### config.mk
export PLATFORM = sky130hd
export DESIGN_NAME = pgf_fifo
export DESIGN_NICKNAME = d
export VERILOG_FILES = /design/src/pgf_pkg.sv /design/src/pgf_fifo.sv
export SDC_FILE = /design/constraint.sdc
export NUM_CORES = 1
export LEC_CHECK = 0
export ABC_AREA = 1
export BUFFER_PORTS_ARGS = -buffer_cell sky130_fd_sc_hd__buf_2
export CORE_MARGIN = 5
export CORE_UTILIZATION = 35
export DETAILED_ROUTE_END_ITERATION = 6
export HOLD_SLACK_MARGIN = 0.1
export PLACE_DENSITY = 0.64
export SYNTH_ARGS = -nofsm -noshare
export SYNTH_HDL_FRONTEND = slang
export SYNTH_SLANG_ARGS = --single-unit
### constraint.sdc
create_clock -name aclk -period 2.4 [get_ports aclk]
set_input_delay 0.48 -clock aclk [delete_from_list [all_inputs] [get_ports aclk]]
set_output_delay 0.48 -clock aclk [all_outputs]
set_load 0.02 [all_outputs]
### src/pgf_pkg.sv
package pgf_pkg;

    // field widths fixed by the interface
    localparam int GRAV_W     = 32;
    localparam int DIST_W     = 48;
    localparam int MASS_W     = 32;
    localparam int MAG_W      = 64;
    localparam int NUM_W      = GRAV_W + 2 * MASS_W;
    localparam int HALF_W     = 32;
    localparam int CFG_IDX_W  = 2;
    localparam int CFG_DATA_W = 48;
    localparam int FIFO_DEPTH = 4;

    // parameter defaults
    localparam int FRAC_BITS_DEF   = 16;
    localparam int COORD_WIDTH_DEF = 32;

    // register indexes
    localparam logic [CFG_IDX_W-1:0] CFG_GRAVITY = 2'd0;
    localparam logic [CFG_IDX_W-1:0] CFG_MIN_D2  = 2'd1;
    localparam logic [CFG_IDX_W-1:0] CFG_MAX_D2  = 2'd2;

    // reset values
    localparam logic [GRAV_W-1:0] GRAV_RST   = 32'h0001_0000;
    localparam logic [DIST_W-1:0] MIN_D2_RST = 48'h0000_0001_0000;
    localparam logic [DIST_W-1:0] D2_MAX     = 48'hFFFF_FFFF_FFFF;

    typedef struct packed {
        logic [GRAV_W-1:0] gravity;
        logic [DIST_W-1:0] min_d2;
        logic [DIST_W-1:0] max_d2;
    } cfg_t;

    // width of one queued item: s, num, divisor, |dx|, |dy|, signs, zero
    function automatic int pgf_item_w(input int cw, input int fb);
        return 4 * (cw + 1) + NUM_W + DIST_W + fb + 3;
    endfunction

endpackage

### src/pgf_fifo.sv
module pgf_fifo
    import pgf_pkg::*;
#(
    parameter int WIDTH = 8,
    parameter int DEPTH = FIFO_DEPTH
) (
    input  logic             aclk,
    input  logic             aresetn,
    input  logic             in_valid,
    output logic             in_ready,
    input  logic [WIDTH-1:0] in_data,
    output logic             out_valid,
    input  logic             out_ready,
    output logic [WIDTH-1:0] out_data
);

    localparam int PTR_W = (DEPTH > 1) ? $clog2(DEPTH) : 1;
    localparam int CNT_W = $clog2(DEPTH + 1);

    logic [WIDTH-1:0] mem_reg [DEPTH];
    logic [PTR_W-1:0] wr_ptr_reg, rd_ptr_reg;
    logic [CNT_W-1:0] count_reg;
    logic             push, pop;

    assign in_ready  = (count_reg != CNT_W'(DEPTH));
    assign out_valid = (count_reg != '0);
    assign out_data  = mem_reg[rd_ptr_reg];
    assign push      = in_valid && in_ready;
    assign pop       = out_valid && out_ready;

    // storage
    always_ff @(posedge aclk) begin
        if (push) begin
            mem_reg[wr_ptr_reg] <= in_data;
        end
    end

    // pointers and fill count
    always_ff @(posedge aclk) begin
        if (!aresetn) begin
            wr_ptr_reg <= '0;
            rd_ptr_reg <= '0;
            count_reg  <= '0;
        end else begin
            if (push) begin
                wr_ptr_reg <= (wr_ptr_reg == PTR_W'(DEPTH - 1)) ? '0 : wr_ptr_reg + 1'b1;
            end
            if (pop) begin
                rd_ptr_reg <= (rd_ptr_reg == PTR_W'(DEPTH - 1)) ? '0 : rd_ptr_reg + 1'b1;
            end
            if (push && !pop) begin
                count_reg <= count_reg + 1'b1;
            end else if (pop && !push) begin
                count_reg <= count_reg - 1'b1;
            end
        end
    end

    a_count_bound: assert property (@(posedge aclk) disable iff (!aresetn)
        count_reg <= CNT_W'(DEPTH))
        else $error("queue fill count beyond depth");

    a_count_up: assert property (@(posedge aclk) disable iff (!aresetn)
        (push && !pop) |=> (count_reg == $past(count_reg) + 1'b1))
        else $error("queue count did not follow a push");

endmodule

**Word-level counts from Yosys, hierarchy flattened**

Memories as Yosys holds them, arrays and structs flattened. A register that Yosys moved wholly into a read port is not among the register bits.
Index checks and enable logic that the tools add are counted.

- Bits of input ports: 12
- Logic and storage cells: 27
- Memories: 1
- Memory bits (writable): 32
- Output and inout port bits: 10
- Register bits after elaboration: 7

- Mux-type cells: 8
- Add/sub/neg operators: 4
- Reduce and logical (&&, ||, !) cells: 8
- Equality and inequality tests: 3

Memories:

| memory | depth | bits a word | rd ports | clocked after memory_dff | write ports | RTL line | RTL |
|---|---|---|---|---|---|---|---|
| mem_reg | 4 | 8 | 1 | 1 | 1 | pgf_fifo.sv:20 | `logic [WIDTH-1:0] mem_reg [DEPTH];` |

Operator list:

| cell | number |
|---|---|
| $mux W2 | 4 |
| $mux W3 | 2 |
| $add A2 B1 Y2 const B | 2 |
| $eq A2 B2 Y1 const B | 2 |
| $logic_and A1 B1 Y1 | 4 |
| $add A3 B1 Y3 const B | 1 |
| $ne A3 B3 Y1 const B | 1 |
| $reduce_bool A3 Y1 | 1 |
| $sub A3 B1 Y3 const B | 1 |
| $logic_not A1 Y1 | 2 |
| $mux W1 | 2 |
| $reduce_bool A2 Y1 | 1 |

**Depth between registers and ports, before layout**

Gate-level depths: netlist of run 1.

- Depth in word-level cells: 6
- Mapped depth: 13
- Mapped depth without buffers: 13

**Least setup slack after synthesis of run 1**

OpenSTA, ideal clock, no wires.

- Kind: flip-flop to flip-flop
- Start: reg count_reg[1]
- End: reg count_reg[2]
- Cell stages (with the launch flop): 13
- Data arrival time: 1656 ps
- Setup slack: 634 ps
- Period minus slack after synthesis: 1766 ps
- Required time: 2290 ps
- Path buffers: 0
- Path through: dfxtp_1 > nor2_2 > nand2_1 > nand2_1 > ha_1 > inv_1 > fa_1 > inv_1 > nand2_1 > nand3_1 > nand2_1 > inv_1 > nor2_1

- Longest elaborated chain between the ends: 5
- Elaborated cells between the ends (all ways): 13
- Classes of those cells: add/sub (2); eq/ne (1); mux (2); reduce/logical (8)

Ends and longest elaborated chain:

| item | RTL line | RTL |
|---|---|---|
| start, declared | pgf_fifo.sv:22 | `logic [CNT_W-1:0] count_reg;` |
| start signal, assigned | pgf_fifo.sv:52 | `count_reg <= count_reg + 1'b1;` |
| start signal, assigned | pgf_fifo.sv:54 | `count_reg <= count_reg - 1'b1;` |
| $reduce_bool A3 Y1 (*) | pgf_fifo.sv:26 | `assign out_valid = (count_reg != '0);` |
| via out_valid | pgf_fifo.sv:12 | `output logic out_valid,` |
| $logic_and A1 B1 Y1 (*) | pgf_fifo.sv:29 | `assign pop = out_valid && out_ready;` |
| $logic_not A1 Y1 | pgf_fifo.sv:51 | `if (push && !pop) begin` |
| $logic_and A1 B1 Y1 | pgf_fifo.sv:51 |  |
| $mux W3 or $reduce_bool A2 Y1 (tied branches) | -- |  |

Mark *: on every way through the listed nets, which the timed path passes. The rest lies on a longest branch. The select of a mux whose other input is x is not followed.
A chain may end at the register's enable or synchronous reset.

==> results.yml, run 1 <==
pwr:
  ir_worst_vdd_mv: 0.587
  p_leak_nw: 0.784
  power.density_nw_per_um2: 1080
finish:
  fillerInstances: 469
  areaGrowthSynthToFinish_pct: 15.9
  drive_gt1_frac: 0.219
  finalNetCount: 196
  largest_reg_flops: 32
  layout_common_cells: "32 x nor2_1, 32 x edfxtp_1, 21 x buf_2, 16 x inv_1, 14 x o21ai_0"
  finalInstanceArea_um2: 1960
  diodes: 0
  utilization: 0.418
detailed_routing:
  drtPass1Iterations: 4
  drt_iter0_markers: 66
  wl_um: 2930
  drcViolationCount: 0
  num_vias: 1092
  post_drt_via_cell_ratio: 4.71
  avgRoutedWirePerCell_um: 12.6
  detail-route-antenna-nets: 0
place:
  gp_congestion: 0.718
  place_ws_ns: 0.566
  dpl_cell_area_um2: 1880
  place_hpwl_um: 2010
  port_buffers: 21
sta:
  worst_hold_slack_ns: 0.407
  fin_crit_ns: 1.99
  setup_tns_ns: 0
  maxSlewHeadroom: 0.757
  skew_ns: 0.00553
  rsz0062_at_grt: "no"
  fmax_mhz: 503
  slew_violations: 0
  worst_slew_pin_slew_ns: 0.365
  final_hold_viol_count: 0
  finalCritPeriodShare: 0.829
  fin_ws_ns: 0.411
  setup_viol: 0
min_path:
  hp-start: "in_data[2]"
  whs_endpoint: "mem_reg[3][2]$_DFFE_PP_"
  hp-class: "input port to flop"
  hold_depth: 1
cts:
  clockBufferDepth: 2
  cts_hold_buf: 0
  clockRootBuffer: "clkbuf_8"
  clk_pin_slew_ns: 0.07
  clock_latency_ns: 0.29
  cts_htree_levels: 2
  postCtsResizedCells: 0
  clock_sinks: 41
  cts_buffers: 5
  cts_setup_buffers: 0
  cts_tree: "yes"
critical_path:
  reg2reg_depth: 9
  cp_num_buf_inv: 2
  required_ns: 1.92
  r2r-start: "count_reg[1]$_SDFFE_PN0P_"
  r2r_slack_ns: 0.59
  critPathMaxStageDelay_ns: 0.54
  path_class: "flop to output pin"
  worstPathArrival_ns: 1.51
  timing.rr.end: "count_reg[1]$_SDFFE_PN0P_"
  cp_slowest_cell: "dfxtp_1"
  cp-end-kind: "output pin"
  worst_setup_path_start_kind: "flop"
  cp_max_fo: 16
  crit_chain: "inv_2 -> o21ai_0 -> o22ai_1 -> buf_2"
  cp_top_family: "flip-flops"
grt:
  first_global_vias: 1078
  antenna_found_initial: 0
  grt_pass1_wl_um: 5020
  overflow: 0
  grt_max_degree: 17
  grt_usage: 0.104
floorplanning:
  initial_core_util: 0.360
  core_area_um2: 4690
  pin_count: 22
  die-area_um2: 6320
  die_w_um: 79.5
  std_cell_rows: 25
  die_h_um: 79.5
logic_synthesis:
  yosysUniqueCellTypes: 19
  seq_area_frac_synth: 0.675
  synth_area_um2: 1690
  yosysWarnings: 0
  syn_inst: 146
  avgSynthCellArea_um2: 11.6
  syn_nets: 165
  ys_ff_latch: 41
job:
  cap_violations: 0
status:
  status: "finished, final reports clean"
power by group:
group          switching, mW  internal [mW]
sequential            0.0835          0.882
combinational          0.480          0.259
clock                  0.220          0.196
cell families (layout without fill, tap and decap cells):
| logic type | after synthesis | count (layout) | synth area share |
|---|---|---|---|
| and+or+nand+nor | 51 | 51 | 0.122 |
| DFF | 41 | 41 | 0.675 |
| adders and majority gates | 7 | 7 | 0.0563 |
| AOI/OAI and AO/OA | 28 | 28 | 0.0955 |
| buffers and inverters | 19 | 51 | 0.0511 |
worst max path at each step:
| stage | from | end | slack [ns] | depth (start not counted) |
|---|---|---|---|---|
| final | flop | out_data[4] | 0.41 | 4 |
| after global placement | in_valid | count_reg[1]$_SDFFE_PN0P_ | 0.64 | 8 |
| after floorplan | count_reg[1]$_SDFFE_PN0P_ | count_reg[2]$_SDFFE_PN0P_ | 0.63 | 12 |
| after global routing | flop | out_data[4] | 0.22 | 4 |
| after CTS | flop | out_data[5] | 0.39 | 4 |
| after detailed placement | in_valid | count_reg[1]$_SDFFE_PN0P_ | 0.57 | 8 |
routing by layer:
layer,up-vias,track usage,part of all wire
met5,-,0,0
met4,0,0.0309,0.0085
met3,5,0.0418,0.054
met2,22,0.166,0.47
met1,506,0.128,0.47
li1,559,-,-
per-stage QoR:
stage               total power, mW  std cells
global route                   2.30        232
floorplan                      1.50        146
CTS                            2.15        232
finish                         2.12        232
global placement               1.71        224
detailed placement             1.73        224
area by class of cell:
type	count	area, um2	area share
inverter	17	63.8	0.0326
multi-input combinational	86	463	0.236
tap	54	67.6	0.0345
timing repair buffer	26	143	0.0728
clock inverter	3	12.5	0.00639
sequential	41	1140	0.582
clock buffer	5	68.8	0.0351
synth_stat cells:
library cell | number | area, um2
nand3b_1 | 1 | 7.51
dfxtp_1 | 9 | 180
nand3_1 | 1 | 5.00
edfxtp_1 | 32 | 961
inv_2 | 1 | 3.75
fa_1 | 1 | 20.0
nor2_2 | 1 | 6.26
nand2_2 | 2 | 12.5
nand4_1 | 1 | 6.26
o21ai_1 | 1 | 5.00
ha_1 | 6 | 75.1
o21ai_2 | 3 | 26.3
inv_1 | 16 | 60.1
o21ai_0 | 14 | 70.1
nor2_1 | 32 | 120
buf_6 | 2 | 22.5
a21oi_1 | 2 | 10.0
nand2_1 | 13 | 48.8
o22ai_1 | 8 | 50.1
(Power assumes the default switching activity.)
==> run 2: changes to the inputs <==
==> constraint.sdc (replaced) <==
create_clock -name aclk -period 2.1 [get_ports aclk]
set_input_delay 0.42 -clock aclk [delete_from_list [all_inputs] [get_ports aclk]]
set_output_delay 0.42 -clock aclk [all_outputs]
set_load 0.02 [all_outputs]
==> run 2 against run 1 <==
Via count decreased by 1.0%; final cell count stayed put; power increased by 15%; count of clock-buffer cells in the layout increased by 2; sequential cell count did not move; sequential power is 14% higher; sequential share of layout area unchanged; non-clock buffer count unchanged; critical endpoint is now out_data[0]; highest routed layer unchanged.
==> results.yml, run 2 (synthesis results as in run 1) <==
floorplanning:
  initial_core_util: 0.360
  die_w_um: 79.5
  pin_count: 22
  core_area_um2: 4690
  die_h_um: 79.5
  std_cell_rows: 25
  die-area_um2: 6320
sta:
  skew_ns: 0.00798
  slew_violations: 0
  setup_tns_ns: 0
  final_hold_viol_count: 0
  worst_slew_pin_slew_ns: 0.327
  finalCritPeriodShare: 0.907
  maxSlewHeadroom: 0.782
  fmax_mhz: 525
  setup_viol: 0
  rsz0062_at_grt: "no"
  fin_crit_ns: 1.90
detailed_routing:
  drtPass1Iterations: 4
  drcViolationCount: 0
  detail-route-antenna-nets: 0
  avgRoutedWirePerCell_um: 12.9
  drt_iter0_markers: 77
  wl_um: 2980
  post_drt_via_cell_ratio: 4.66
  num_vias: 1081
pwr:
  seqPwrFrac: 0.453
  pwr-share-comb: 0.349
  power.density_nw_per_um2: 1240
  ir_worst_vdd_mv: 0.638
  p_leak_nw: 0.784
  total_power_mw: 2.43
  p_sw_frac: 0.367
  p_int_mw: 1.54
  pwr-share-clk: 0.198
  netSwitchingPower_mw: 0.892
cts:
  cts_hold_buf: 0
  clock_sinks: 41
  postCtsResizedCells: 0
  cts_htree_levels: 2
  cts_buffers: 5
  clockRootBuffer: "clkbuf_8"
  clockBufferDepth: 2
  clk_pin_slew_ns: 0.07
  clock_latency_ns: 0.29
  cts_setup_buffers: 0
  cts_tree: "yes"
critical_path:
  crit_end: "out_data[0]"
  cp-end-kind: "output pin"
  cp_max_fo: 10
  path_class: "flop to output pin"
  worst_setup_path_start_kind: "flop"
  worstPathArrival_ns: 1.48
  timing.rr.end: "count_reg[1]$_SDFFE_PN0P_"
  required_ns: 1.68
  r2r_slack_ns: 0.29
  reg2reg_depth: 9
  r2r-start: "count_reg[1]$_SDFFE_PN0P_"
finish:
  finalNetCount: 196
  largest_reg_flops: 32
  drive_gt1_frac: 0.219
  utilization: 0.418
  layout_common_cells: "32 x nor2_1, 32 x edfxtp_1, 21 x buf_2, 16 x inv_1, 14 x o21ai_0"
  diodes: 0
  areaGrowthSynthToFinish_pct: 15.9
grt:
  grt_pass1_wl_um: 5020
  grt_max_degree: 17
  overflow: 0
  grt_usage: 0.108
  first_global_vias: 1072
  antenna_found_initial: 0
place:
  gp_congestion: 0.733
  place_hpwl_um: 2060
  port_buffers: 21
status:
  status: "finished, final reports clean"
job:
  cap_violations: 0
min_path:
  hp-class: "input port to flop"
[run 2: changes by cell type in the layout (fill, tap and decap cells not counted)]
| cell | previous run | this run |
|---|---|---|
| clkbuf_1 | 0 | 2 |
| clkinv_1 | 2 | 0 |
[run 2: worst min-delay path by stage]
stage	cells after the start	endpoint	start
finish	1	mem_reg[1][2]$_DFFE_PP_	in_data[2]
global route	1	mem_reg[1][2]$_DFFE_PP_	in_data[2]
CTS	1	mem_reg[2][2]$_DFFE_PP_	in_data[2]
detailed placement	2	count_reg[0]$_SDFFE_PN0P_	count_reg[0]$_SDFFE_PN0P_
floorplan	2	count_reg[0]$_SDFFE_PN0P_	count_reg[0]$_SDFFE_PN0P_
global placement	2	count_reg[0]$_SDFFE_PN0P_	count_reg[0]$_SDFFE_PN0P_
[run 2: power groups by stage]
stage	combinational (mW)	clock (mW)	sequential (mW)
2_1_floorplan	0.621	0	1.09
3_3_place_gp	0.852	0	1.12
3_5_place_dp	0.858	0	1.12
4_1_cts	0.865	0.501	1.11
5_1_grt	0.976	0.537	1.12
6_report	0.847	0.482	1.10
[run 2: critical path: stages (launching register included)]
cell and delay (ns):
dfxtp_1 0.48, buf_4 0.23, o21ai_0 0.11, o22ai_1 0.18, buf_2 0.19
[run 2: layer usage]
layer	vias up	GRT usage	wire length [um]
met5	-	0	0
li1	558	-	-
met3	6	0.0418	184
met4	0	0.0619	65
met1	496	0.132	1350
met2	21	0.163	1380
[run 2: final cells by class]
class	count	area, um2
fillers	461	2730
multi-input cells	86	463
well taps	54	67.6
flip-flops and latches	41	1140
clock buffers	7	76.3
inverters	17	63.8
clock inverters	1	5.00
repair buffers	26	143
[run 2: stage by stage]
step           setup slack, ns  area, um2  instances  hold WS [ns]
2_1_floorplan            0.334       1690        146         0.491
3_5_place_dp             0.302       1880        224         0.514
3_3_place_gp             0.308       1880        224         0.514
4_1_cts                  0.160       1960        232         0.330
6_report                 0.196       1960        232         0.340
5_1_grt                 0.0336       1960        232         0.333
==> run 3: changes to the inputs <==
--- a/config.mk
+++ b/config.mk
@@ -7,11 +7,14 @@
 export LEC_CHECK = 0
 export ABC_AREA = 1
 export BUFFER_PORTS_ARGS = -buffer_cell sky130_fd_sc_hd__buf_2
+export CELL_PAD_IN_SITES_DETAIL_PLACEMENT = 1
+export CELL_PAD_IN_SITES_GLOBAL_PLACEMENT = 1
 export CORE_MARGIN = 5
 export CORE_UTILIZATION = 35
 export DETAILED_ROUTE_END_ITERATION = 6
 export HOLD_SLACK_MARGIN = 0.1
-export PLACE_DENSITY = 0.64
+export MAX_ROUTING_LAYER = met4
+export PLACE_DENSITY = 0.77
 export SYNTH_ARGS = -nofsm -noshare
 export SYNTH_HDL_FRONTEND = slang
 export SYNTH_SLANG_ARGS = --single-unit
==> constraint.sdc (replaced) <==
create_clock -name aclk -period 1.6 [get_ports aclk]
set_input_delay 0.32 -clock aclk [delete_from_list [all_inputs] [get_ports aclk]]
set_output_delay 0.32 -clock aclk [all_outputs]
set_load 0.02 [all_outputs]
==> run 3 against run 2 <==
The flow now finishes with violations (setup timing); global-route usage increased by 2.6 points; count of clock-buffer cells in the layout decreased by 1; sequential power grew 36%; critical path type is now flop to flop.
==> results.yml, run 3 (synthesis results as in run 1) <==
grt:
  first_global_vias: 1408
  overflow: 0
  grt_max_degree: 17
  antenna_found_initial: 0
  grt_usage: 0.134
  grt_pass1_wl_um: 6180
status:
  status: "finished with violations"
  violations: "setup timing"
floorplanning:
  core_area_um2: 4690
  std_cell_rows: 25
  pin_count: 22
  die_w_um: 79.5
  die_h_um: 79.5
  initial_core_util: 0.360
  die-area_um2: 6320
detailed_routing:
  met2WireLength_um: 2200
  num_vias: 1212
  route.met3.wl_um: 134
  drcViolationCount: 0
  drt-met1-wl_um: 1540
  detail-route-antenna-nets: 0
  post_drt_via_cell_ratio: 5.01
  top_layer_used: "met4"
  drt_iter0_markers: 83
  drtPass1Iterations: 4
  avgRoutedWirePerCell_um: 16.2
  wl_um: 3930
sta:
  slew_violations: 0
  maxSlewHeadroom: 0.864
  rsz0062_at_grt: "yes"
  finalCritPeriodShare: 1.06
  fin_ws_ns: -0.101
  worst_slew_pin_slew_ns: 0.201
  fin_crit_ns: 1.70
  skew_ns: 0.00474
  fmax_mhz: 588
  final_hold_viol_count: 0
  setup_viol: 1
critical_path:
  path_class: "flop to flop"
  cp-end-kind: "flop"
  worst_setup_path_start_kind: "flop"
  cp_max_fo: 3
  required_ns: 1.79
  worstPathArrival_ns: 1.89
  r2r-start: "count_reg[0]$_SDFFE_PN0P_"
  crit_path_start: "count_reg[0]$_SDFFE_PN0P_"
min_path:
  hp-class: "input port to flop"
  hp-start: "in_data[6]"
finish:
  fin_cells: 242
  largest_reg_flops: 32
  drive_gt1_frac: 0.404
  final_common_cell: "edfxtp_1"
  finalNetCount: 206
  layout_common_cells: "32 x edfxtp_1, 31 x nor2_1, 15 x buf_4, 13 x inv_1, 13 x buf_2"
  diodes: 0
  areaGrowthSynthToFinish_pct: 32.5
job:
  cap_violations: 0
pwr:
  power.density_nw_per_um2: 1730
  p_leak_nw: 0.894
  ir_worst_vdd_mv: 1.16
  total_power_mw: 3.88
place:
  dpl.cell_count: 226
  port_buffers: 21
  gp_congestion: 0.776
  place_hpwl_um: 2720
cts:
  clock_sinks: 41
  clockBufferDepth: 2
  cts_tree: "yes"
  clock_latency_ns: 0.29
  cts_buffers: 5
  clk_pin_slew_ns: 0.08
  cts_hold_buf: 0
  cts_htree_levels: 2
  clockRootBuffer: "clkbuf_8"
-- run 3: cell count changes in the layout (fill, tap and decap cells not counted), sizes merged --
cell,change
buf,+9
clkinv,+1
-- run 3: worst max-delay path: stages (launching register included) --
cell and delay [ns]:
dfxtp_4 0.36, nor2_4 0.15, nand2_2 0.10, nand2_4 0.07
ha_4 0.14, inv_4 0.03, fa_2 0.34, inv_1 0.07
nand2_1 0.07, nand3_1 0.08, nand2_1 0.06, inv_1 0.06
nor2_1 0.05
-- run 3: final timing paths --
check	end	slack, ns	depth (start not counted)
worst max-delay path	count_reg[2]$_SDFFE_PN0P_	-0.10	12
worst min-delay path	mem_reg[1][6]$_DFFE_PP_	0.24	1
worst max register to register	count_reg[2]$_SDFFE_PN0P_	-0.10	12
worst min register to register	count_reg[0]$_SDFFE_PN0P_	0.54	2
-- run 3: routing by layer --
metal	up-vias	track usage
met5	-	-
li1	582	-
met2	22	0.245
met1	601	0.129
met4	0	0.0722
met3	7	0.0350
-- run 3: final cells by class --
type                            count  area, um2
Timing Repair Buffer               36        285
Clock buffer                        6       72.6
Clock inverter                      2       10.0
Sequential cell                    41       1160
Fill cell                         515       2450
Multi-Input combinational cell     86        572
Inverter                           17       76.3
Tap cell                           54       67.6
-- run 3: what timing repair did --
action                     4_1_cts  5_1_grt
resized for setup               17       37
setup endpoints to repair       10       10
pin swaps                        4       17
buffers inserted                 2        5
gates cloned                     0        1
-- run 3: power breakdown --
part           internal (mW)  total [mW]  switching (mW)
combinational          0.767        1.74           0.974
clock                  0.302       0.638           0.336
sequential              1.35        1.50           0.152
total                   2.42        3.88            1.46
-- run 3: through the flow --
stage / setup TNS, ns / hold slack [ns] / util / instance area (um2) / setup slack [ns]
CTS: -0.155 / 0.234 / 0.441 / 2070 / -0.0824
global placement: 0 / 0.496 / 0.412 / 1930 / 0.0449
floorplan: -0.00112 / 0.419 / - / 1730 / -0.00112
detailed placement: -0.163 / 0.524 / 0.412 / 1930 / -0.118
global route: -0.600 / 0.233 / 0.477 / 2240 / -0.187
finish: -0.101 / 0.239 / 0.477 / 2240 / -0.101
